[src/hdl/trm_pkg.sv]
// shared types, opcodes and result codes of the register machine step block
// no dependencies
`timescale 1ns / 1ps

package trm_pkg;

  localparam int NUM_REGS   = 32;
  localparam int REG_AW     = $clog2(NUM_REGS);
  localparam int PROG_DEPTH = 1024;
  localparam int PC_W       = 11;
  localparam int DATA_W     = 32;

  typedef enum logic [3:0] {
    OP_ADD  = 4'd0,
    OP_ADDI = 4'd1,
    OP_SUB  = 4'd2,
    OP_SUBI = 4'd3,
    OP_MUL  = 4'd4,
    OP_MULI = 4'd5,
    OP_DIV  = 4'd6,
    OP_DIVI = 4'd7,
    OP_BZ   = 4'd8,
    OP_BP   = 4'd9,
    OP_BN   = 4'd10,
    OP_IN   = 4'd11,
    OP_OUT  = 4'd12,
    OP_OUTC = 4'd13
  } op_t;

  localparam logic [1:0] KIND_NONE = 2'd0;
  localparam logic [1:0] KIND_NUM  = 2'd1;
  localparam logic [1:0] KIND_CHAR = 2'd2;

  localparam logic [1:0] ST_RUNNING  = 2'd0;
  localparam logic [1:0] ST_FINISHED = 2'd1;
  localparam logic [1:0] ST_BAD_OP   = 2'd2;
  localparam logic [1:0] ST_DIV_ZERO = 2'd3;

  typedef struct packed {
    logic [3:0]               op;
    logic [4:0]               dest_reg;
    logic [4:0]               src1_reg;
    logic [4:0]               src2_reg;
    logic signed [DATA_W-1:0] immediate;
    logic [PC_W-1:0]          branch_target;
    logic [7:0]               char_code;
    logic signed [DATA_W-1:0] in_value;
  } in_item_t;

  typedef struct packed {
    logic [PC_W-1:0]          next_pc;
    logic [1:0]               out_kind;
    logic signed [DATA_W-1:0] out_value;
    logic [1:0]               status;
  } out_item_t;

  typedef struct packed {
    logic              en;
    logic [REG_AW-1:0] addr;
    logic [DATA_W-1:0] data;
  } rf_wr_t;

endpackage

[src/hdl/trm_regfile.sv]
// register file memory: two registered read ports, one write port
// per-entry valid bits make never-written registers read as zero; uses trm_pkg
`timescale 1ns / 1ps

module trm_regfile (
  input  logic                      clk,
  input  logic                      rst_n,
  input  logic                      rd_en,
  input  logic [trm_pkg::REG_AW-1:0] rd_addr_a,
  input  logic [trm_pkg::REG_AW-1:0] rd_addr_b,
  output logic [trm_pkg::DATA_W-1:0] rd_data_a,
  output logic [trm_pkg::DATA_W-1:0] rd_data_b,
  input  trm_pkg::rf_wr_t           wr
);
  import trm_pkg::*;

  logic [DATA_W-1:0]   mem [NUM_REGS];
  logic [NUM_REGS-1:0] vld_r;
  logic [DATA_W-1:0]   data_a_r;
  logic [DATA_W-1:0]   data_b_r;
  logic                va_r;
  logic                vb_r;

  always_ff @(posedge clk) begin
    if (wr.en) begin
      mem[wr.addr] <= wr.data;
    end
    if (rd_en) begin
      data_a_r <= mem[rd_addr_a];
      data_b_r <= mem[rd_addr_b];
    end
  end

  always_ff @(posedge clk) begin
    if (!rst_n) begin
      vld_r <= '0;
      va_r  <= 1'b0;
      vb_r  <= 1'b0;
    end else begin
      if (wr.en) begin
        vld_r[wr.addr] <= 1'b1;
      end
      if (rd_en) begin
        va_r <= vld_r[rd_addr_a];
        vb_r <= vld_r[rd_addr_b];
      end
    end
  end

  assign rd_data_a = va_r ? data_a_r : '0;
  assign rd_data_b = vb_r ? data_b_r : '0;

endmodule

[src/hdl/trm_div.sv]
// radix-2 restoring divider for signed 32-bit operands, truncating toward zero
// one quotient bit per cycle, then a sign fix step; uses trm_pkg
`timescale 1ns / 1ps

module trm_div (
  input  logic                      clk,
  input  logic                      rst_n,
  input  logic                      start,
  input  logic [trm_pkg::DATA_W-1:0] dividend,
  input  logic [trm_pkg::DATA_W-1:0] divisor,
  output logic                      done,
  output logic [trm_pkg::DATA_W-1:0] quotient
);
  import trm_pkg::*;

  localparam int CNT_W = $clog2(DATA_W + 1);

  typedef enum logic [1:0] {D_IDLE, D_RUN, D_FIX} dstate_t;

  dstate_t           state_r;
  logic [DATA_W-1:0] rem_r;
  logic [DATA_W-1:0] quo_r;
  logic [DATA_W-1:0] dvs_r;
  logic [CNT_W-1:0]  cnt_r;
  logic              neg_r;
  logic              done_r;
  logic [DATA_W-1:0] q_r;

  logic [DATA_W:0]   shifted;
  logic [DATA_W:0]   diff;

  assign shifted = {rem_r, quo_r[DATA_W-1]};
  assign diff    = shifted - {1'b0, dvs_r};

  always_ff @(posedge clk) begin
    if (!rst_n) begin
      state_r <= D_IDLE;
      done_r  <= 1'b0;
    end else begin
      done_r <= 1'b0;
      unique case (state_r)
        D_IDLE: begin
          if (start) begin
            rem_r   <= '0;
            quo_r   <= dividend[DATA_W-1] ? (DATA_W)'(0 - dividend) : dividend;
            dvs_r   <= divisor[DATA_W-1] ? (DATA_W)'(0 - divisor) : divisor;
            neg_r   <= dividend[DATA_W-1] ^ divisor[DATA_W-1];
            cnt_r   <= CNT_W'(DATA_W);
            state_r <= D_RUN;
          end
        end
        D_RUN: begin
          if (!diff[DATA_W]) begin
            rem_r <= diff[DATA_W-1:0];
            quo_r <= {quo_r[DATA_W-2:0], 1'b1};
          end else begin
            rem_r <= shifted[DATA_W-1:0];
            quo_r <= {quo_r[DATA_W-2:0], 1'b0};
          end
          cnt_r <= cnt_r - 1'b1;
          if (cnt_r == CNT_W'(1)) begin
            state_r <= D_FIX;
          end
        end
        D_FIX: begin
          q_r     <= neg_r ? (DATA_W)'(0 - quo_r) : quo_r;
          done_r  <= 1'b1;
          state_r <= D_IDLE;
        end
        default: state_r <= D_IDLE;
      endcase
    end
  end

  assign done     = done_r;
  assign quotient = q_r;

endmodule

[src/hdl/toy_register_machine_step_top.sv]
// top level of the register machine step block: sequencer, result register
// depends on trm_pkg, trm_regfile and trm_div
//
// Usage: each input transaction on in_valid/in_ready carries the instruction at
// the current program counter plus the value an IN instruction would read.
// Exactly one result transaction on out_valid/out_ready follows for each one,
// holding the new program counter, any OUT/OUTC output and a status code.
// cfg_wr_en/cfg_wr_data write program_length at any edge with no wait; write
// it only while no transaction is in flight.
// Each instruction passes through the instruction register and the registered
// register file reads, then the result register, then the output register that
// drives out_valid. DIV/DIVI with a nonzero divisor first run the radix-2
// divider (one quotient bit per cycle plus a sign fix step). One instruction is
// in flight at a time, so a new transaction is accepted only once the last
// result has moved to the output register.
// A finished result waits in the output register while the next instruction is
// accepted; if the receiver stalls, the sequencer holds its result until the
// output register frees up. Reset clears the registers (all read as zero), the
// program counter, the halted flag and program_length; no clearing pass.
`timescale 1ns / 1ps

module toy_register_machine_step_top (
  input  logic                     clk,
  input  logic                     rst_n,
  input  logic                     in_valid,
  output logic                     in_ready,
  input  trm_pkg::in_item_t        in_data,
  output logic                     out_valid,
  input  logic                     out_ready,
  output trm_pkg::out_item_t       out_data,
  input  logic                     cfg_wr_en,
  input  logic [trm_pkg::PC_W-1:0] cfg_wr_data
);
  import trm_pkg::*;

  typedef enum logic [1:0] {S_IDLE, S_OPER, S_DIV, S_FIN} state_t;

  state_t            state_r, state_nxt;
  in_item_t          ins_r;
  out_item_t         res_r, res_nxt;
  out_item_t         out_r;
  logic              out_valid_r;
  logic [PC_W-1:0]   pc_r, pc_nxt;
  logic              halted_r, halted_nxt;
  logic [PC_W-1:0]   plen_r;

  logic              rd_en;
  logic [REG_AW-1:0] rd_addr_a;
  logic [DATA_W-1:0] rd_a;
  logic [DATA_W-1:0] rd_b;
  rf_wr_t            rf_wr;

  logic              div_start;
  logic              div_done;
  logic [DATA_W-1:0] div_q;

  logic [PC_W-1:0]   len_eff;
  logic [DATA_W-1:0] opa;
  logic [DATA_W-1:0] opb;
  logic [DATA_W-1:0] mul_lo;
  logic              out_free;

  assign in_ready  = (state_r == S_IDLE);
  assign rd_en     = in_valid && in_ready;
  assign rd_addr_a = (in_data.op == OP_OUT) ? in_data.dest_reg[REG_AW-1:0]
                                            : in_data.src1_reg[REG_AW-1:0];

  trm_regfile u_rf (
    .clk       (clk),
    .rst_n     (rst_n),
    .rd_en     (rd_en),
    .rd_addr_a (rd_addr_a),
    .rd_addr_b (in_data.src2_reg[REG_AW-1:0]),
    .rd_data_a (rd_a),
    .rd_data_b (rd_b),
    .wr        (rf_wr)
  );

  trm_div u_div (
    .clk      (clk),
    .rst_n    (rst_n),
    .start    (div_start),
    .dividend (opa),
    .divisor  (opb),
    .done     (div_done),
    .quotient (div_q)
  );

  assign len_eff  = (plen_r > PC_W'(PROG_DEPTH)) ? PC_W'(PROG_DEPTH) : plen_r;
  assign opa      = rd_a;
  assign opb      = ins_r.op[0] ? ins_r.immediate : rd_b;
  assign mul_lo   = opa * opb;
  assign out_free = !out_valid_r || out_ready;

  always_comb begin
    logic              fin;
    logic [PC_W-1:0]   npc;
    logic [1:0]        kind;
    logic [DATA_W-1:0] oval;
    logic [1:0]        st;
    logic              brk;

    state_nxt  = state_r;
    res_nxt    = res_r;
    pc_nxt     = pc_r;
    halted_nxt = halted_r;
    rf_wr      = '0;
    div_start  = 1'b0;
    fin        = 1'b0;
    npc        = pc_r + 1'b1;
    kind       = KIND_NONE;
    oval       = '0;
    st         = ST_RUNNING;
    brk        = 1'b0;

    unique case (state_r)
      S_IDLE: begin
        if (rd_en) begin
          state_nxt = S_OPER;
        end
      end
      S_OPER: begin
        if (halted_r || pc_r >= len_eff) begin
          // nothing runs; report the counter as finished
          res_nxt   = '{next_pc: pc_r, out_kind: KIND_NONE, out_value: '0,
                        status: ST_FINISHED};
          state_nxt = S_FIN;
        end else begin
          fin        = 1'b1;
          rf_wr.addr = ins_r.dest_reg[REG_AW-1:0];
          unique case (ins_r.op) inside
            OP_ADD, OP_ADDI: begin
              rf_wr.en   = 1'b1;
              rf_wr.data = opa + opb;
            end
            OP_SUB, OP_SUBI: begin
              rf_wr.en   = 1'b1;
              rf_wr.data = opa - opb;
            end
            OP_MUL, OP_MULI: begin
              rf_wr.en   = 1'b1;
              rf_wr.data = mul_lo;
            end
            OP_DIV, OP_DIVI: begin
              if (opb == '0) begin
                halted_nxt = 1'b1;
                npc        = pc_r;
                st         = ST_DIV_ZERO;
              end else begin
                fin       = 1'b0;
                div_start = 1'b1;
                state_nxt = S_DIV;
              end
            end
            OP_BZ: brk = (opa == '0);
            OP_BP: brk = (opa != '0) && !opa[DATA_W-1];
            OP_BN: brk = opa[DATA_W-1];
            OP_IN: begin
              rf_wr.en   = 1'b1;
              rf_wr.data = ins_r.in_value;
            end
            OP_OUT: begin
              kind = KIND_NUM;
              oval = opa;
            end
            OP_OUTC: begin
              kind = KIND_CHAR;
              oval = {{(DATA_W-8){1'b0}}, ins_r.char_code};
            end
            default: begin
              halted_nxt = 1'b1;
              npc        = pc_r;
              st         = ST_BAD_OP;
            end
          endcase
          if (brk) begin
            // 1-based line to zero-based counter, wraps for target zero
            npc = ins_r.branch_target - 1'b1;
          end
        end
      end
      S_DIV: begin
        if (div_done) begin
          fin        = 1'b1;
          rf_wr.en   = 1'b1;
          rf_wr.addr = ins_r.dest_reg[REG_AW-1:0];
          rf_wr.data = div_q;
        end
      end
      S_FIN: begin
        if (out_free) begin
          state_nxt = S_IDLE;
        end
      end
      default: state_nxt = S_IDLE;
    endcase

    if (fin) begin
      if (st == ST_RUNNING && npc >= len_eff) begin
        st = ST_FINISHED;
      end
      pc_nxt    = npc;
      res_nxt   = '{next_pc: npc, out_kind: kind, out_value: oval, status: st};
      state_nxt = S_FIN;
    end
  end

  always_ff @(posedge clk) begin
    if (!rst_n) begin
      state_r     <= S_IDLE;
      pc_r        <= '0;
      halted_r    <= 1'b0;
      plen_r      <= '0;
      out_valid_r <= 1'b0;
    end else begin
      state_r  <= state_nxt;
      pc_r     <= pc_nxt;
      halted_r <= halted_nxt;
      if (cfg_wr_en) begin
        plen_r <= cfg_wr_data;
      end
      if (state_r == S_FIN && out_free) begin
        out_valid_r <= 1'b1;
      end else if (out_ready) begin
        out_valid_r <= 1'b0;
      end
    end
  end

  always_ff @(posedge clk) begin
    if (rd_en) begin
      ins_r <= in_data;
    end
    res_r <= res_nxt;
    if (state_r == S_FIN && out_free) begin
      out_r <= res_r;
    end
  end

  assign out_valid = out_valid_r;
  assign out_data  = out_r;

endmodule

[config.mk]
export PLATFORM = sky130hd
export DESIGN_NAME = toy_register_machine_step_top
export DESIGN_NICKNAME = d
export VERILOG_FILES = /design/src/hdl/trm_pkg.sv /design/src/hdl/trm_regfile.sv /design/src/hdl/trm_div.sv /design/src/hdl/toy_register_machine_step_top.sv
export SDC_FILE = /design/constraint.sdc
export NUM_CORES = 2
export LEC_CHECK = 0
export BUFFER_PORTS_ARGS = -buffer_cell sky130_fd_sc_hd__clkbuf_2
export CAP_MARGIN = 20
export CORE_MARGIN = 4
export CORE_UTILIZATION = 45
export CTS_CLUSTER_DIAMETER = 50
export CTS_CLUSTER_SIZE = 40
export DETAILED_ROUTE_END_ITERATION = 8
export PLACE_DENSITY = 0.64
export SLEW_MARGIN = 15
export SYNTH_ARGS = -nofsm -noshare
export SYNTH_HDL_FRONTEND = slang
export SYNTH_SLANG_ARGS = --single-unit
[constraint.sdc]
create_clock -name clk -period 13.5 [get_ports clk]
set_input_delay 0 -clock clk [delete_from_list [all_inputs] [get_ports clk]]
set_output_delay 0 -clock clk [all_outputs]
set_load 0.02 [all_outputs]
## Yosys cells after proc, flatten, opt, wreduce, memory -nomap -nowiden

Memories as Yosys holds them, arrays and structs flattened. A register that Yosys moved wholly into a read port is not among the register bits.
Cells that the tools add are included.

| storage, ports and cells | value |
|---|---|
| register bits after elaboration | 384 |
| memory bits (writable) | 1024 |
| input bits | 118 |
| logic and storage cells | 189 |
| memories kept | 1 |

| cells by class | value |
|---|---|
| $add $sub $neg | 9 |
| multiply operators | 1 |
| $lt $le $gt $ge | 7 |
| eq/ne operators | 27 |
| muxes and demuxes | 75 |
| bitwise logic cells | 4 |
| reduce and logical (&&, ||, !) cells | 34 |

Memory list:

| name | words | width | read ports | clocked after Yosys merged registers in | write ports | line | RTL |
|---|---|---|---|---|---|---|---|
| u_rf.mem | 32 | 32 | 2 | 2 | 1 | trm_regfile.sv:17 | `logic [DATA_W-1:0] mem [NUM_REGS];` |

Operators by type and width:

| operator | count |
|---|---|
| 32-bit 2-to-1 mux | 10 |
| 32-bit one-hot mux with 2 select lines | 3 |
| 47-bit 2-to-1 mux | 3 |
| 32-bit one-hot mux with 4 select lines | 1 |
| 1-bit by 32-bit subtractor with 32-bit output (first input constant) | 3 |
| 38-bit 2-to-1 mux | 2 |
| 38-bit one-hot mux with 2 select lines | 1 |
| 32-bit zero test | 2 |
| 11-bit 2-to-1 mux | 5 |
| 33-bit by 32-bit subtractor with 33-bit output | 1 |
| 32-bit adder | 1 |
| 32-bit by 32-bit multiplier with 32-bit output | 1 |
| 32-bit OR | 1 |
| 32-bit nonzero test | 1 |
| 32-bit subtractor | 1 |
| 31-bit 2-to-1 mux | 1 |
| 4-bit equality test (second input constant) | 7 |
| 2-bit 2-to-1 mux | 14 |
| 11-bit greater-or-equal comparator | 2 |
| 11-bit one-hot mux with 2 select lines | 1 |
| 1-bit 2-to-1 mux | 21 |
| 5-bit by 6-bit < comparator with 1-bit output (second input constant) | 3 |
| 4-bit by 3-bit equality test with 1-bit output (second input constant) | 4 |
| 2-bit one-hot mux with 2 select lines | 3 |
| 40 further kinds | 65 |

## Logic depth before layout (Yosys ltp)

| depth | value |
|---|---|
| depth in word-level cells | 13 |
| mapped depth | 34 |

## Cells and area by module

Synthesis repeated with hierarchy kept, for this count alone.

| second synthesis, totals | value |
|---|---|
| cell total of the unflattened synthesis | 6054 |
| area total of the unflattened synthesis | 87772.9 sq um |

Modules (own cells, without submodules):

| module | times used | cells an instance | area each (sq um) | sequential area each (sq um) |
|---|---|---|---|---|
| trm_regfile | 1 | 2217 | 50746.2 | 33352.0 |
| toy_register_machine_step_top | 1 | 2904 | 27920.5 | 6105.9 |
| trm_div | 1 | 933 | 9106.2 | 4113.9 |

## Worst setup path before layout

Ideal clock, no wire load.

| timing | value |
|---|---|
| path type | register to register |
| start | reg ins_r[98] in the netlist's numbering |
| end | mem u_rf.mem[0][29] (data pin) |
| setup time | 465 ps |
| arrival time | 8940 ps |
| setup slack | 4095 ps |
| stages on the path, launching flop included | 33 |
| buffers on the path | 7 |
| period minus slack after synthesis | 9405 ps |
| cells stage by stage | edfxtp_1 buf_6 nor2b_4 buf_6 buf_6 buf_2 buf_2 buf_1 a22oi_1 clkbuf_1 nor2_1 fa_1 fa_1 fa_1 inv_1 fa_1 inv_1 fa_1 inv_1 fa_1 inv_1 fa_1 fa_1 ha_1 a21oi_1 o21ai_0 a2111oi_0 nor2_1 a211oi_1 xor2_1 o21ai_0 o21ai_0 a21boi_0 |

RTL lines:

| element | line | RTL |
|---|---|---|
| start, declared | toy_register_machine_step_top.sv:39 | `in_item_t ins_r;` |
| start signal, assigned | toy_register_machine_step_top.sv:232 | `ins_r <= in_data;` |
| end, declared | trm_regfile.sv:17 |  |

==> flow_summary_export.csv <==
group,metric,value,unit
run_status,status,"finished, final reports clean",
timing,max_freq,92.0,MHz
worst_setup_path,required,14030,ps
power_and_ir_drop,power_leakage,33.9,nW
yosys,synth_compound_area_frac,0.0519,
floorplanning,fp.dieH,446,um
global_route,overflow,0,
yosys,syn_nets,7044,
detailed_routing,wl,292000,um
finish,drive_gt1_frac,0.196,
floorplanning,dieWidth,446,um
place,hpwl,193000,um
timing,min_period,10860,ps
global_route,grt_pass1_vias,58200,
worst_setup_path,worst_ep_arrival_time,11390,ps
timing,hold_violations,0,
yosys,synthArstFlopShare,0,
power_and_ir_drop,finalPower,13.8,mW
yosys,synth_edf_count,1409,
worst_setup_path,worstSetupPathType,"flip-flop to flip-flop",
timing,slew_headroom,0.171,
power_and_ir_drop,combPwrFrac,0.287,
place,dp.cells,8768,
timing,drv_slew,0,
cts,cts_tree,"yes",
worst_setup_path,path_max_fanout,69,
power_and_ir_drop,netSwitchingFraction,0.353,
power_and_ir_drop,pwr-share-seq,0.393,
finish,regArea,43600,sq um
cts,clk_latency,820,ps
yosys,muxShareOfSynthArea,0.166,
power_and_ir_drop,clkPwrFrac,0.320,
floorplanning,initial_core_util,0.453,
detailed_routing,postRouteAntennaNets,0,
yosys,synth_top_family_by_area,"multiplexers",
cts,cts_setup_buffers,0,
global_route,grt_util_all_layers,0.292,
finish,fill_cells,15800,
timing,worst_slack,2640,ps
cts,cts_made_buffers,148,
yosys,synth_cells,6296,
floorplanning,rows,160,
power_and_ir_drop,p_per_area,141,nW/um^2
cts,cts_sinks,1472,
yosys,synth_seq_cells,1472,
timing,finClkSkew,55.7,ps
detailed_routing,dr.pass1.iters,7,
flow_run,max_cap_violations,0,
yosys,synth_cell_types,91,
place,portBuffers,166,
power_and_ir_drop,p_sw,4.88,mW
yosys,avgSynthCellArea,13.7,sq um
finish,fin_cells,9274,
floorplanning,dieArea,199000,sq um
yosys,synthSimpleGateAreaFrac,0.0861,
global_route,antenna_found_initial,16,
min_path,hold_path.class,"primary input to flip-flop",
place,place_congestion,1.01,
worst_setup_path,start_kind,"flip-flop",
finish,multiInputGateArea,40000,sq um
global_route,grt_max_degree,148,
min_path,hp-start,"in_data[101]",
timing,worst_pin_slew,1230,ps
yosys,synth_adder_area_share,0.127,
yosys,ys_seq_area_frac,0.505,
global_route,grt_first_pass_wirelength,417000,um
cts,cts-root-buf,"clkbuf_16",
cts,htree_levels,4,
finish,fin_nets,7378,
floorplanning,core,190000,sq um
yosys,synth_xor_area_frac,0.0262,
worst_setup_path,crit-reg2reg-launch,"ins_r[98]",
floorplanning,pin_count,167,
yosys,ys.flop_type,"edfxtp_1",
power_and_ir_drop,ir_drop,124,uV
timing,rsz0062_at_grt,"no",
yosys,ys_warn_count,0,
timing,tns,0,ps
cts,clk_pin_slew,60,ps
detailed_routing,num_vias,58700,
power_and_ir_drop,p_int,8.94,mW
worst_setup_path,cp-startpoint,"ins_r[98]",
timing,fin_crit_sh,0.805,
place,place_ws,2610,ps
finish,syn_to_final_growth,13.8,%
detailed_routing,drt-wirelength-per-cell,31.4,um
cts,clockBufferDepth,3,
yosys,synth_area,86300,sq um
detailed_routing,viasPerCell,6.33,
worst_setup_path,endpoint_kind,"flip-flop",
timing,finalSetupViolations,0,
detailed_routing,drtIter0Drc,7487,
detailed_routing,drc,0,
## placed cells by master (no fill, tap or decap), types with 184 or more instances in the layout
cell and n:
nand2_1 753, mux4_2 594, xnor2_1 184, inv_1 479
o21ai_0 192, nor2_1 515, ha_1 219, nand3_1 192
fa_1 410, edfxtp_1 1409, dlygate4sd3_1 214
## critical path: stages, from the launching register on
cell and delay, ps:
edfxtp_1 1110, buf_4 730, nand3b_1 240, and2_1 810, nor2_1 150, fa_1 520
inv_1 50, fa_1 490, fa_1 440, fa_1 550, inv_1 50, fa_1 480
fa_1 600, fa_1 440, fa_1 440, ha_1 380, a21oi_1 190, o21ai_0 140
a2111oi_0 510, nor2_1 240, xor2_1 210, a222oi_1 590, o21ai_0 470, and2_1 460
buf_8 230
## per-stage QoR
stage          hold slack (ps)  cell area (sq um)  utilization
5_1_grt                   31.2              98200        0.516
4_1_cts                   7.62              98100        0.515
2_1_floorplan             98.9              86300            -
3_5_place_dp               180              90700        0.476
6_report                  52.1              98200        0.516
3_3_place_gp               180              90600        0.476
## state kept, by name, summed over array words and instances, names as in the netlist, 47 cells and up
register  count
ins_r        92
out_data     47
res_r        47
u_rf.mem   1024
## cell usage after synthesis, types with 9 or more instances
| library cell | number | area, sq um |
|---|---|---|
| a211o_1 | 9 | 78.8 |
| a211oi_1 | 16 | 120 |
| a21o_1 | 37 | 278 |
| a21oi_1 | 127 | 636 |
| a221oi_1 | 15 | 131 |
| a222oi_1 | 12 | 120 |
| a22o_1 | 25 | 219 |
| a22oi_1 | 20 | 150 |
| a31oi_1 | 16 | 100 |
| and2_1 | 37 | 231 |
| and3_1 | 25 | 156 |
| buf_1 | 82 | 308 |
| buf_2 | 17 | 85.1 |
| clkbuf_1 | 252 | 946 |
| clkinv_1 | 14 | 52.6 |
| dfxtp_1 | 63 | 1260 |
| edfxtp_1 | 1409 | 42300 |
| fa_1 | 410 | 8210 |
| ha_1 | 220 | 2750 |
| inv_1 | 479 | 1800 |
| mux2_2 | 40 | 450 |
| mux2i_1 | 50 | 500 |
| mux4_2 | 594 | 13400 |
| nand2_1 | 754 | 2830 |
| nand2b_1 | 27 | 169 |
| nand3_1 | 192 | 961 |
| nand3b_1 | 9 | 67.6 |
| nand4_1 | 13 | 81.3 |
| nor2_1 | 548 | 2060 |
| nor2b_1 | 28 | 175 |
| nor3_1 | 36 | 180 |
| nor4_1 | 11 | 68.8 |
| o21a_1 | 58 | 435 |
| o21ai_0 | 200 | 1000 |
| o22ai_1 | 10 | 62.6 |
| o31ai_1 | 23 | 173 |
| or3_1 | 25 | 156 |
| or4_1 | 9 | 67.6 |
| xnor2_1 | 184 | 1610 |
| xor2_1 | 56 | 490 |
## routing by layer
metal | vias up | GRT usage | part of all wire
met3 | 759 | 0.0650 | 0.097
li1 | 23900 | - | -
met2 | 3661 | 0.464 | 0.47
met5 | - | 0 | 0.00019
met1 | 30400 | 0.372 | 0.37
met4 | 8 | 0.165 | 0.068
## cell type report
| cell class | instances | area share |
|---|---|---|
| antenna | 8 | 0.000204 |
| clock buffer | 163 | 0.0394 |
| clock inverter | 112 | 0.0146 |
| inverter | 494 | 0.0189 |
| multi-input combinational | 3973 | 0.407 |
| sequential | 1472 | 0.443 |
| tap | 2511 | 0.0320 |
| timing repair buffer | 541 | 0.0443 |
## kinds of logic (layout without fill, tap and decap cells)
family	count (synthesis)	after routing
other	0	8
AND/OR/NAND/NOR	1740	1740
XOR/XNOR	247	247
adder cells (fa/ha/maj)	630	630
flip-flops	1472	1472
AO/OA/AOI/OAI	671	671
multiplexers	685	685
buffers and inverters	851	1310
## timing repair
| action | in CTS | in global routing |
|---|---|---|
| setup endpoints to repair | 0 | 0 |
| gates resized for setup | 0 | 0 |
| hold buffers | 214 | 0 |
| hold endpoints to repair | 168 | 0 |
## power by group through the flow
| stage | clock, mW | combinational (mW) | sequential [mW] |
|---|---|---|---|
| final | 4.42 | 3.97 | 5.43 |
| after CTS | 4.48 | 3.88 | 5.42 |
| after floorplan | 0 | 2.37 | 5.44 |
| after global routing | 4.68 | 4.21 | 5.43 |
| after global placement | 0 | 3.79 | 5.52 |
| after detailed placement | 0 | 3.81 | 5.52 |
## path summary, 6_finish.rpt
path | endpoint | slack (ps) | cells after the start
worst min register to register | out_data[12] | 410 | 0
worst min-delay path | ins_r[101] | 50 | 2
worst max register to register | u_rf.mem[13][23] | 2640 | 24
worst max-delay path | u_rf.mem[13][23] | 2640 | 24
(Power assumes the default switching activity.)
